$ cat src/rtl/ppt_pkg.sv
// shared types and constants for the point in polygon test block
// no dependencies

package ppt_pkg;

   localparam int unsigned DEF_MAX_VERTICES = 64;
   localparam int unsigned DEF_COORD_WIDTH  = 16;

   localparam int unsigned INDEX_WIDTH = 6;
   localparam int unsigned CFG_WIDTH   = 7;
   localparam int unsigned COUNT_MIN   = 3;
   localparam int unsigned COUNT_RESET = 3;

   localparam int unsigned CMD_DEPTH = 4;
   localparam int unsigned RSP_DEPTH = 2;

   localparam logic KIND_WRITE = 1'b0;
   localparam logic KIND_QUERY = 1'b1;

   typedef struct packed {
      logic                   kind;
      logic [INDEX_WIDTH-1:0] vertex_index;
   } cmd_ctrl_type;

endpackage

$ cat src/rtl/ppt_ram.sv
// generic single write port ram with registered read
// no dependencies

module ppt_ram #(
   parameter int unsigned WIDTH = 32,
   parameter int unsigned DEPTH = 64
) (
   input  logic                                       clock,
   input  logic                                       we,
   input  logic [((DEPTH > 1) ? $clog2(DEPTH) : 1)-1:0] waddr,
   input  logic [WIDTH-1:0]                           wdata,
   input  logic [((DEPTH > 1) ? $clog2(DEPTH) : 1)-1:0] raddr,
   output logic [WIDTH-1:0]                           rdata
);

   logic [WIDTH-1:0] mem_ff [DEPTH];

   always_ff @(posedge clock) begin
      if (we) begin
         mem_ff[waddr] <= wdata;
      end
      rdata <= mem_ff[raddr];
   end

endmodule

$ cat src/rtl/ppt_back.sv
// back end: vertex store, edge walk sequencer and crossing test pipeline
// depends on ppt_pkg and ppt_ram

module ppt_back #(
   parameter int unsigned MAX_VERTICES = ppt_pkg::DEF_MAX_VERTICES,
   parameter int unsigned COORD_WIDTH  = ppt_pkg::DEF_COORD_WIDTH
) (
   input  logic                            clock,
   input  logic                            reset,
   input  logic                            csr_we,
   input  logic [ppt_pkg::CFG_WIDTH-1:0]   csr_wdata,
   input  logic                            cmd_empty,
   output logic                            cmd_pop,
   input  ppt_pkg::cmd_ctrl_type           cmd_ctrl,
   input  logic signed [COORD_WIDTH-1:0]   cmd_x,
   input  logic signed [COORD_WIDTH-1:0]   cmd_y,
   input  logic                            rsp_full,
   output logic                            rsp_push,
   output logic                            rsp_inside
);

   localparam int unsigned AW    = (MAX_VERTICES > 1) ? $clog2(MAX_VERTICES) : 1;
   localparam int unsigned CNT_W = $clog2(MAX_VERTICES + 1);
   localparam int unsigned VW    = 2 * COORD_WIDTH;
   localparam int unsigned DW    = COORD_WIDTH + 1;
   localparam int unsigned PW    = 2 * DW;

   localparam logic [1:0] ST_IDLE  = 2'd0;
   localparam logic [1:0] ST_WALK  = 2'd1;
   localparam logic [1:0] ST_DRAIN = 2'd2;

   // vertex count register
   logic [CNT_W-1:0] cnt_ff, cnt_in;

   always_comb begin
      priority if (csr_wdata < ppt_pkg::CFG_WIDTH'(ppt_pkg::COUNT_MIN)) begin
         cnt_in = CNT_W'(ppt_pkg::COUNT_MIN);
      end else if (32'(csr_wdata) > MAX_VERTICES) begin
         cnt_in = CNT_W'(MAX_VERTICES);
      end else begin
         cnt_in = CNT_W'(csr_wdata);
      end
   end

   always_ff @(posedge clock) begin
      if (reset) begin
         cnt_ff <= CNT_W'(ppt_pkg::COUNT_RESET);
      end else if (csr_we) begin
         cnt_ff <= cnt_in;
      end
   end

   // sequencer
   logic [1:0]                    state_ff, state_in;
   logic [AW-1:0]                 addr_ff, addr_in;
   logic [AW-1:0]                 last_addr_ff, last_addr_in;
   logic                          first_ff, first_in;
   logic signed [COORD_WIDTH-1:0] pt_x_ff, pt_x_in;
   logic signed [COORD_WIDTH-1:0] pt_y_ff, pt_y_in;
   logic                          ram_we;
   logic                          start;
   logic                          rd_en;
   logic                          rd_last;
   logic                          s3_valid_ff;
   logic                          s3_last_ff;

   assign rd_en   = (state_ff == ST_WALK);
   assign rd_last = !first_ff && (addr_ff == last_addr_ff);

   always_comb begin
      state_in     = state_ff;
      addr_in      = addr_ff;
      last_addr_in = last_addr_ff;
      first_in     = first_ff;
      pt_x_in      = pt_x_ff;
      pt_y_in      = pt_y_ff;
      cmd_pop      = 1'b0;
      ram_we       = 1'b0;
      start        = 1'b0;
      unique case (state_ff)
         ST_IDLE: begin
            if (!cmd_empty) begin
               if (cmd_ctrl.kind == ppt_pkg::KIND_WRITE) begin
                  cmd_pop = 1'b1;
                  ram_we  = 1'b1;
               end else if (!rsp_full) begin
                  cmd_pop      = 1'b1;
                  start        = 1'b1;
                  state_in     = ST_WALK;
                  // walk starts at the last vertex, then 0 upward
                  addr_in      = AW'(cnt_ff - CNT_W'(1));
                  last_addr_in = AW'(cnt_ff - CNT_W'(1));
                  first_in     = 1'b1;
                  pt_x_in      = cmd_x;
                  pt_y_in      = cmd_y;
               end
            end
         end
         ST_WALK: begin
            if (first_ff) begin
               first_in = 1'b0;
               addr_in  = '0;
            end else if (addr_ff == last_addr_ff) begin
               state_in = ST_DRAIN;
            end else begin
               addr_in = addr_ff + 1'b1;
            end
         end
         ST_DRAIN: begin
            if (s3_valid_ff && s3_last_ff) begin
               state_in = ST_IDLE;
            end
         end
         default: begin
            state_in = ST_IDLE;
         end
      endcase
   end

   always_ff @(posedge clock) begin
      if (reset) begin
         state_ff <= ST_IDLE;
         first_ff <= 1'b0;
      end else begin
         state_ff <= state_in;
         first_ff <= first_in;
      end
   end

   always_ff @(posedge clock) begin
      addr_ff      <= addr_in;
      last_addr_ff <= last_addr_in;
      pt_x_ff      <= pt_x_in;
      pt_y_ff      <= pt_y_in;
   end

   // vertex store
   logic [AW-1:0] ram_waddr;
   logic [VW-1:0] ram_wdata;
   logic [VW-1:0] rd_data;

   assign ram_waddr = AW'(cmd_ctrl.vertex_index);
   assign ram_wdata = {cmd_x, cmd_y};

   ppt_ram #(
      .WIDTH (VW),
      .DEPTH (MAX_VERTICES)
   ) u_vertex_ram (
      .clock (clock),
      .we    (ram_we),
      .waddr (ram_waddr),
      .wdata (ram_wdata),
      .raddr (addr_ff),
      .rdata (rd_data)
   );

   // stage 1: vertex read data, edge differences
   logic                          s1_valid_ff;
   logic                          s1_first_ff;
   logic                          s1_last_ff;
   logic signed [COORD_WIDTH-1:0] vi_x, vi_y;
   logic signed [COORD_WIDTH-1:0] prev_x_ff, prev_y_ff;
   logic signed [DW-1:0]          s2_a_in, s2_dy_in, s2_c_in, s2_e_in;
   logic                          s2_cross_in, s2_dypos_in;

   assign vi_x = rd_data[VW-1:COORD_WIDTH];
   assign vi_y = rd_data[COORD_WIDTH-1:0];

   assign s2_a_in     = DW'(pt_x_ff) - DW'(vi_x);
   assign s2_c_in     = DW'(prev_x_ff) - DW'(vi_x);
   assign s2_e_in     = DW'(pt_y_ff) - DW'(vi_y);
   assign s2_dy_in    = DW'(prev_y_ff) - DW'(vi_y);
   assign s2_dypos_in = !s2_dy_in[DW-1] && (s2_dy_in != '0);
   assign s2_cross_in = !s1_first_ff && ((vi_y > pt_y_ff) != (prev_y_ff > pt_y_ff));

   // stage 2: products
   logic                 s2_valid_ff;
   logic                 s2_last_ff;
   logic                 s2_cross_ff;
   logic                 s2_dypos_ff;
   logic signed [DW-1:0] s2_a_ff, s2_dy_ff, s2_c_ff, s2_e_ff;
   logic signed [PW-1:0] p1_in, p2_in;

   assign p1_in = PW'(s2_a_ff) * PW'(s2_dy_ff);
   assign p2_in = PW'(s2_c_ff) * PW'(s2_e_ff);

   // stage 3: compare and toggle
   logic                 s3_cross_ff;
   logic                 s3_dypos_ff;
   logic signed [PW-1:0] p1_ff, p2_ff;
   logic                 left;
   logic                 inside_ff, inside_next;

   assign left        = s3_dypos_ff ? (p1_ff < p2_ff) : (p2_ff < p1_ff);
   assign inside_next = inside_ff ^ (s3_cross_ff && left);
   assign rsp_push    = s3_valid_ff && s3_last_ff;
   assign rsp_inside  = inside_next;

   always_ff @(posedge clock) begin
      if (reset) begin
         s1_valid_ff <= 1'b0;
         s2_valid_ff <= 1'b0;
         s3_valid_ff <= 1'b0;
         inside_ff   <= 1'b0;
      end else begin
         s1_valid_ff <= rd_en;
         s2_valid_ff <= s1_valid_ff;
         s3_valid_ff <= s2_valid_ff;
         if (start) begin
            inside_ff <= 1'b0;
         end else if (s3_valid_ff) begin
            inside_ff <= inside_next;
         end
      end
   end

   always_ff @(posedge clock) begin
      s1_first_ff <= first_ff;
      s1_last_ff  <= rd_last;
      if (s1_valid_ff) begin
         prev_x_ff <= vi_x;
         prev_y_ff <= vi_y;
      end
      s2_last_ff  <= s1_last_ff;
      s2_cross_ff <= s2_cross_in;
      s2_dypos_ff <= s2_dypos_in;
      s2_a_ff     <= s2_a_in;
      s2_dy_ff    <= s2_dy_in;
      s2_c_ff     <= s2_c_in;
      s2_e_ff     <= s2_e_in;
      s3_last_ff  <= s2_last_ff;
      s3_cross_ff <= s2_cross_ff;
      s3_dypos_ff <= s2_dypos_ff;
      p1_ff       <= p1_in;
      p2_ff       <= p2_in;
   end

   a_rsp_room: assert property (@(posedge clock) disable iff (reset)
      rsp_push |-> !rsp_full)
      else $error("result word pushed into a full queue");

   a_pipe_in_query: assert property (@(posedge clock) disable iff (reset)
      (s1_valid_ff || s2_valid_ff || s3_valid_ff) |-> (state_ff != ST_IDLE))
      else $error("edge pipeline busy while sequencer idle");

   a_idle_after_result: assert property (@(posedge clock) disable iff (reset)
      rsp_push |=> (state_ff == ST_IDLE) && !s3_valid_ff)
      else $error("query did not end with its result word");

endmodule

$ cat config.mk
export PLATFORM = sky130hd
export DESIGN_NAME = ppt_back
export DESIGN_NICKNAME = d
export VERILOG_FILES = /design/src/rtl/ppt_pkg.sv /design/src/rtl/ppt_ram.sv /design/src/rtl/ppt_back.sv
export SDC_FILE = /design/constraint.sdc
export NUM_CORES = 2
export LEC_CHECK = 0
export BUFFER_PORTS_ARGS = -buffer_cell sky130_fd_sc_hd__buf_4
export CAP_MARGIN = 20
export CORE_AREA = 2 2 565 398
export CTS_CLUSTER_DIAMETER = 40
export DETAILED_ROUTE_END_ITERATION = 16
export DIE_AREA = 0 0 567 400
export PLACE_DENSITY_LB_ADDON = 0.12
export SKIP_CTS_REPAIR_TIMING = 1
export SYNTH_ARGS = -nofsm -noshare
export SYNTH_HDL_FRONTEND = slang
export SYNTH_HIERARCHICAL = 1
export SYNTH_SLANG_ARGS = --single-unit
$ cat constraint.sdc
create_clock -name clock -period 12.4 [get_ports clock]
set_input_delay 2.48 -clock clock [delete_from_list [all_inputs] [get_ports clock]]
set_output_delay 2.48 -clock clock [all_outputs]
set_load 0.01 [all_outputs]
# Yosys cells after proc, flatten, opt, wreduce, memory -nomap -nowiden
# Memories as Yosys holds them, arrays and structs flattened. A register that Yosys moved wholly into a read port is not among the register bits.
# Index checks and enable logic that the tools add are counted.
# totals
ff_bits,233
ramBits,2048
inputBits,51
output_inout_bits,3
elab_cells,104
n_memories,1
# memory_table
name,depth,width,rd,rd_ports_with_merged_regs,wr,line,rtl
u_vertex_ram.mem_ff,64,32,1,1,1,ppt_ram.sv:16,logic [WIDTH-1:0] mem_ff [DEPTH];
# op_classes
addsub,6
mul,2
n_lt_le_gt_ge,6
eq_ne,11
muxes,32
bitwise,3
n_reduce_logical,16
# ops
cell,count
34-bit < comparator,2
17-bit by 17-bit multiplier with 34-bit output,2
16-bit by 16-bit subtractor with 17-bit output,4
6-bit two-way mux,7
16-bit greater-than comparator,2
17-bit nonzero test,1
1-bit two-way mux,16
2-bit two-way mux,6
6-bit one-hot mux with 2 select lines,1
2-bit inequality test (second input constant),5
4-bit AND reduction,2
7-bit greater-than comparator (second input constant),1
7-bit by 2-bit < comparator with 1-bit output (second input constant),1
6-bit by 1-bit adder with 6-bit output (second input constant),1
6-bit equality test,1
2-bit one-hot mux with 3 select lines,1
6-bit AND reduction,1
6-bit by 1-bit subtractor with 6-bit output (second input constant),1
1-bit logical AND,5
5-bit AND reduction,1
1-bit logical NOT,3
3-bit inequality test (second input constant),1
2-bit by 1-bit equality test with 1-bit output (second input constant),1
2-bit equality test (second input constant),1
other kinds (8),9

# Logic depth before layout (Yosys ltp)
# logic_depth
ltp_word,5
depth_mapped,24
depth_no_buf,23

# By module
# Netlist, hierarchy kept.
# by_module_without_submodules
mod,n_inst,cells_each,area_per_inst_um2,seq_area_each_um2
ppt_ram,1,3324,78515.3,62139.6
ppt_back,1,3277,31789.2,5425.2

# Worst setup path after synthesis
# No wires, ideal clock.
# synth_path
kind,input to register
start,in rsp_full
end,reg inside_ff
setup_time_ps,117
arrival_ps,6146
required_time_ps,12283
path_slack_ps,6137
cell_stages,6
n_path_buf,0
cell_sequence,nor3b_1 -> nor3b_1 -> nor2_1 -> nand2_1 -> a21oi_1 -> a31o_2
# synth_between
elab_chain_len,5
# synth_lines
item,line,rtl
from (decl),ppt_back.sv:17,"input logic rsp_full,"
1-bit two-way mux,ppt_back.sv:86,end else if (!rsp_full) begin
1-bit two-way mux,ppt_back.sv:83,if (cmd_ctrl.kind == ppt_pkg::KIND_WRITE) begin
1-bit two-way mux,ppt_back.sv:82,if (!cmd_empty) begin
1-bit two-way mux,ppt_back.sv:80,unique case (state_ff)
2-bit OR reduction (no source line),n/a,
to (signal assigned),ppt_back.sv:212,inside_ff <= inside_next;
to (decl),ppt_back.sv:192,"logic inside_ff, inside_next;"
# Every way passes these cells.
# A chain may end at the register's enable or synchronous reset.

# Final worst setup path
# layout_path
start,reg p1_ff[7]
end,out rsp_inside
# layout_between
elab_chain_len,4
elab_cells_between_ends,5
classes_between,order compare: 2; mux: 1; bitwise: 1; reduce/logical: 1
# layout_lines
item,line,rtl
from (decl),ppt_back.sv:190,"logic signed [PW-1:0] p1_ff, p2_ff;"
from (signal assigned),ppt_back.sv:234,p1_ff <= p1_in;
34-bit < comparator,ppt_back.sv:194,assign left = s3_dypos_ff ? (p1_ff < p2_ff) : (p2_ff < p1_ff);
1-bit two-way mux *,ppt_back.sv:194,
1-bit logical AND *,ppt_back.sv:195,assign inside_next = inside_ff ^ (s3_cross_ff && left);
1-bit bitwise XOR *,ppt_back.sv:195,
to (decl),ppt_back.sv:19,output logic rsp_inside
# Every way passes the cells marked *; elsewhere a longest branch is shown, timed or not.

==> flow_summary.toml <==
[final_layout]
synthToLayoutAreaGrowth_pct = 11.8
final_cell_mix = "2124 x edfxtp_1, 735 x inv_1, 596 x fa_1"
layout_commonest_cell = "edfxtp_1"
drive_gt1_share_pct = 17.3
nets = 7713

[routing]
vias = 59900
wl_per_cell_microns = 29.6
ant_nets = 0
drtPass1Iterations = 6
remaining_drc_errors = 0
drt-total-wl_microns = 294000
drtIter0Drc = 6907
viasPerCell = 6.03

[logic_synthesis]
synth_top_cell_by_area = "edfxtp_1"
yosysWarningCount = 6
synthFlopType = "edfxtp_1"
syn_inst = 6601
synth_nets = 7535
avgSynthCellArea_sq_um = 16.7
seq_area_frac_synth_pct = 61.3
async_flop_share_pct = 0
ys_types = 78
ys_seq_elements = 2313
synth_edf_count = 2124
syn_area_sq_um = 110000
yosys-top-cells-area = "edfxtp_1 58%, mux4_2 11%, fa_1 11%, dfxtp_1 3.4%, ha_1 3.3%"
synth_top_area_share_pct = 57.8

[sta]
worst_slew_pin_slew_ps = 1160
relSlewSlack_pct = 20.8
hold_viol = 0
min_period_ps = 7060
rsz0062_at_grt = "false"
setup_viol = 0
finClkSkew_ps = 74.5
period_share_pct = 56.9
final_max_slew_viol_count = 0
fin_tns_setup_ps = 0
fmax_mhz = 142

[job]
drv_cap = 0

[critical_path]
cp_max_fo = 3
worstSetupEndpointType = "output pin"
startpoint = "p1_ff[7]$_DFF_P_"
crit_arrival_ps = 4580
crit-reg2reg-launch = "s2_dy_ff[2]$_DFF_P_"
criticalPathCategory = "flop to output pin"
worstPathRequired_ps = 9920
critPathLaunchType = "flop"

[die]
core_area_sq_um = 222000
chipWidth_microns = 567
die_h_microns = 400
io_pins = 54
die_area_sq_um = 227000
start_util_pct = 49.7
fp-row-count = 145

[placement]
dp_hpwl_microns = 181000
routabilityCongestion = 0.889
place.port_buffers = 53

[cts]
cts_root_buffer = "clkbuf_16"
clockBufferDepth = 4
clk_pin_slew_ps = 50
cts_tree = "done"
cts-buffers-inserted = 270
clock_latency_ps = 840
htreeDepth = 5
cts.sinks = 2313

[grt]
antenna_found_initial = 21
grt_pass1_vias = 60600
grt.overflow.total = 0
grt_max_degree = 95
grt_use_total_pct = 26.4
grt_pass1_wl_microns = 430000

[hold_path]
min-delay-start = "s2_dypos_ff$_DFF_P_"
hold_class = "flop to flop"

[outcome]
outcome = "complete, no violations"
[final timing paths]
check                         to  slack [ps]  cells past startpoint
max                   rsp_inside        5340                     11
min          s3_dypos_ff$_DFF_P_         330                      0
max reg2reg    p1_ff[33]$_DFF_P_        5450                     20
min reg2reg  s3_dypos_ff$_DFF_P_         330                      0
[sequential cells by signal (all words and copies together) (netlist names), 17 cells and up]
signal / count
s2_a_ff: 17
s2_dy_ff: 17
s2_e_ff: 17
p2_ff: 34
u_vertex_ram/mem_ff: 2048
u_vertex_ram/rdata: 32
s2_c_ff: 17
p1_ff: 34
[cells by family (layout without fill, tap and decap cells)]
| family | after synthesis | after routing | synth area share [%] |
|---|---|---|---|
| fa+ha+maj | 883 | 883 | 14.1 |
| mux | 641 | 641 | 12.0 |
| flops | 2313 | 2313 | 61.3 |
| simple gates | 1122 | 1122 | 5.01 |
| xor+xnor | 127 | 127 | 1.01 |
| other cells | 0 | 6 | 0 |
| buf+inv | 995 | 1379 | 3.57 |
| compound gates | 520 | 520 | 3.10 |
[cells in the mapped netlist, drive strengths merged, types with 14 or more instances]
library cell,n
a21o,40
a21oi,153
and2,301
and3,15
buf,111
clkbuf,149
dfxtp,189
edfxtp,2124
fa,596
ha,287
inv,735
mux2i,96
mux4,544
nand2,331
nand2b,33
nand3,31
nand4,14
nor2,257
nor2b,43
nor3,41
o21a,26
o21ai,61
o221ai,28
o22ai,89
or3,18
xnor2,85
xor2,42
[through the flow]
stage / hold WS, ps / std cells / cell area [sq um] / util [%] / setup WS, ps
2_1_floorplan: 310 / 6601 / 110000 / - / 6140
3_3_place_gp: 315 / 9445 / 115000 / 51.7 / 5610
3_5_place_dp: 315 / 9446 / 115000 / 51.7 / 5550
4_1_cts: 330 / 9924 / 123000 / 55.6 / 5230
5_1_grt: 334 / 9925 / 123000 / 55.6 / 5100
6_report: 326 / 9931 / 123000 / 55.6 / 5340
[cell type report]
type                            count  area, sq um
Fill cell                       17300        98600
Sequential cell                  2313        67600
Multi-Input combinational cell   3293        39300
Clock buffer                      318         7140
Tap cell                         2940         3680
Inverter                          735         2760
Clock inverter                    160         1510
Timing Repair Buffer              166         1350
Antenna cell                        6         15.0
[worst max-delay path: stages (launching register included)]
cell	delay (ps)
dfxtp_1	310
inv_1	40
ha_1	300
a21o_1	160
a21o_1	160
a221o_1	370
a21oi_1	150
a31oi_1	120
o31ai_1	440
mux2i_1	990
xor2_1	490
buf_4	220
[metal layers]
metal	global-route usage, %	up-vias	share of wire [%]
li1	-	24700	-
met1	42.8	32000	46
met2	36.7	2837	41
met3	5.63	350	10
met4	5.39	4	1.9
met5	0	-	0.010
Power is left out: the tool's default activity adds up to more than one toggle a clock period on the data nets, which glitch-free logic cannot reach.
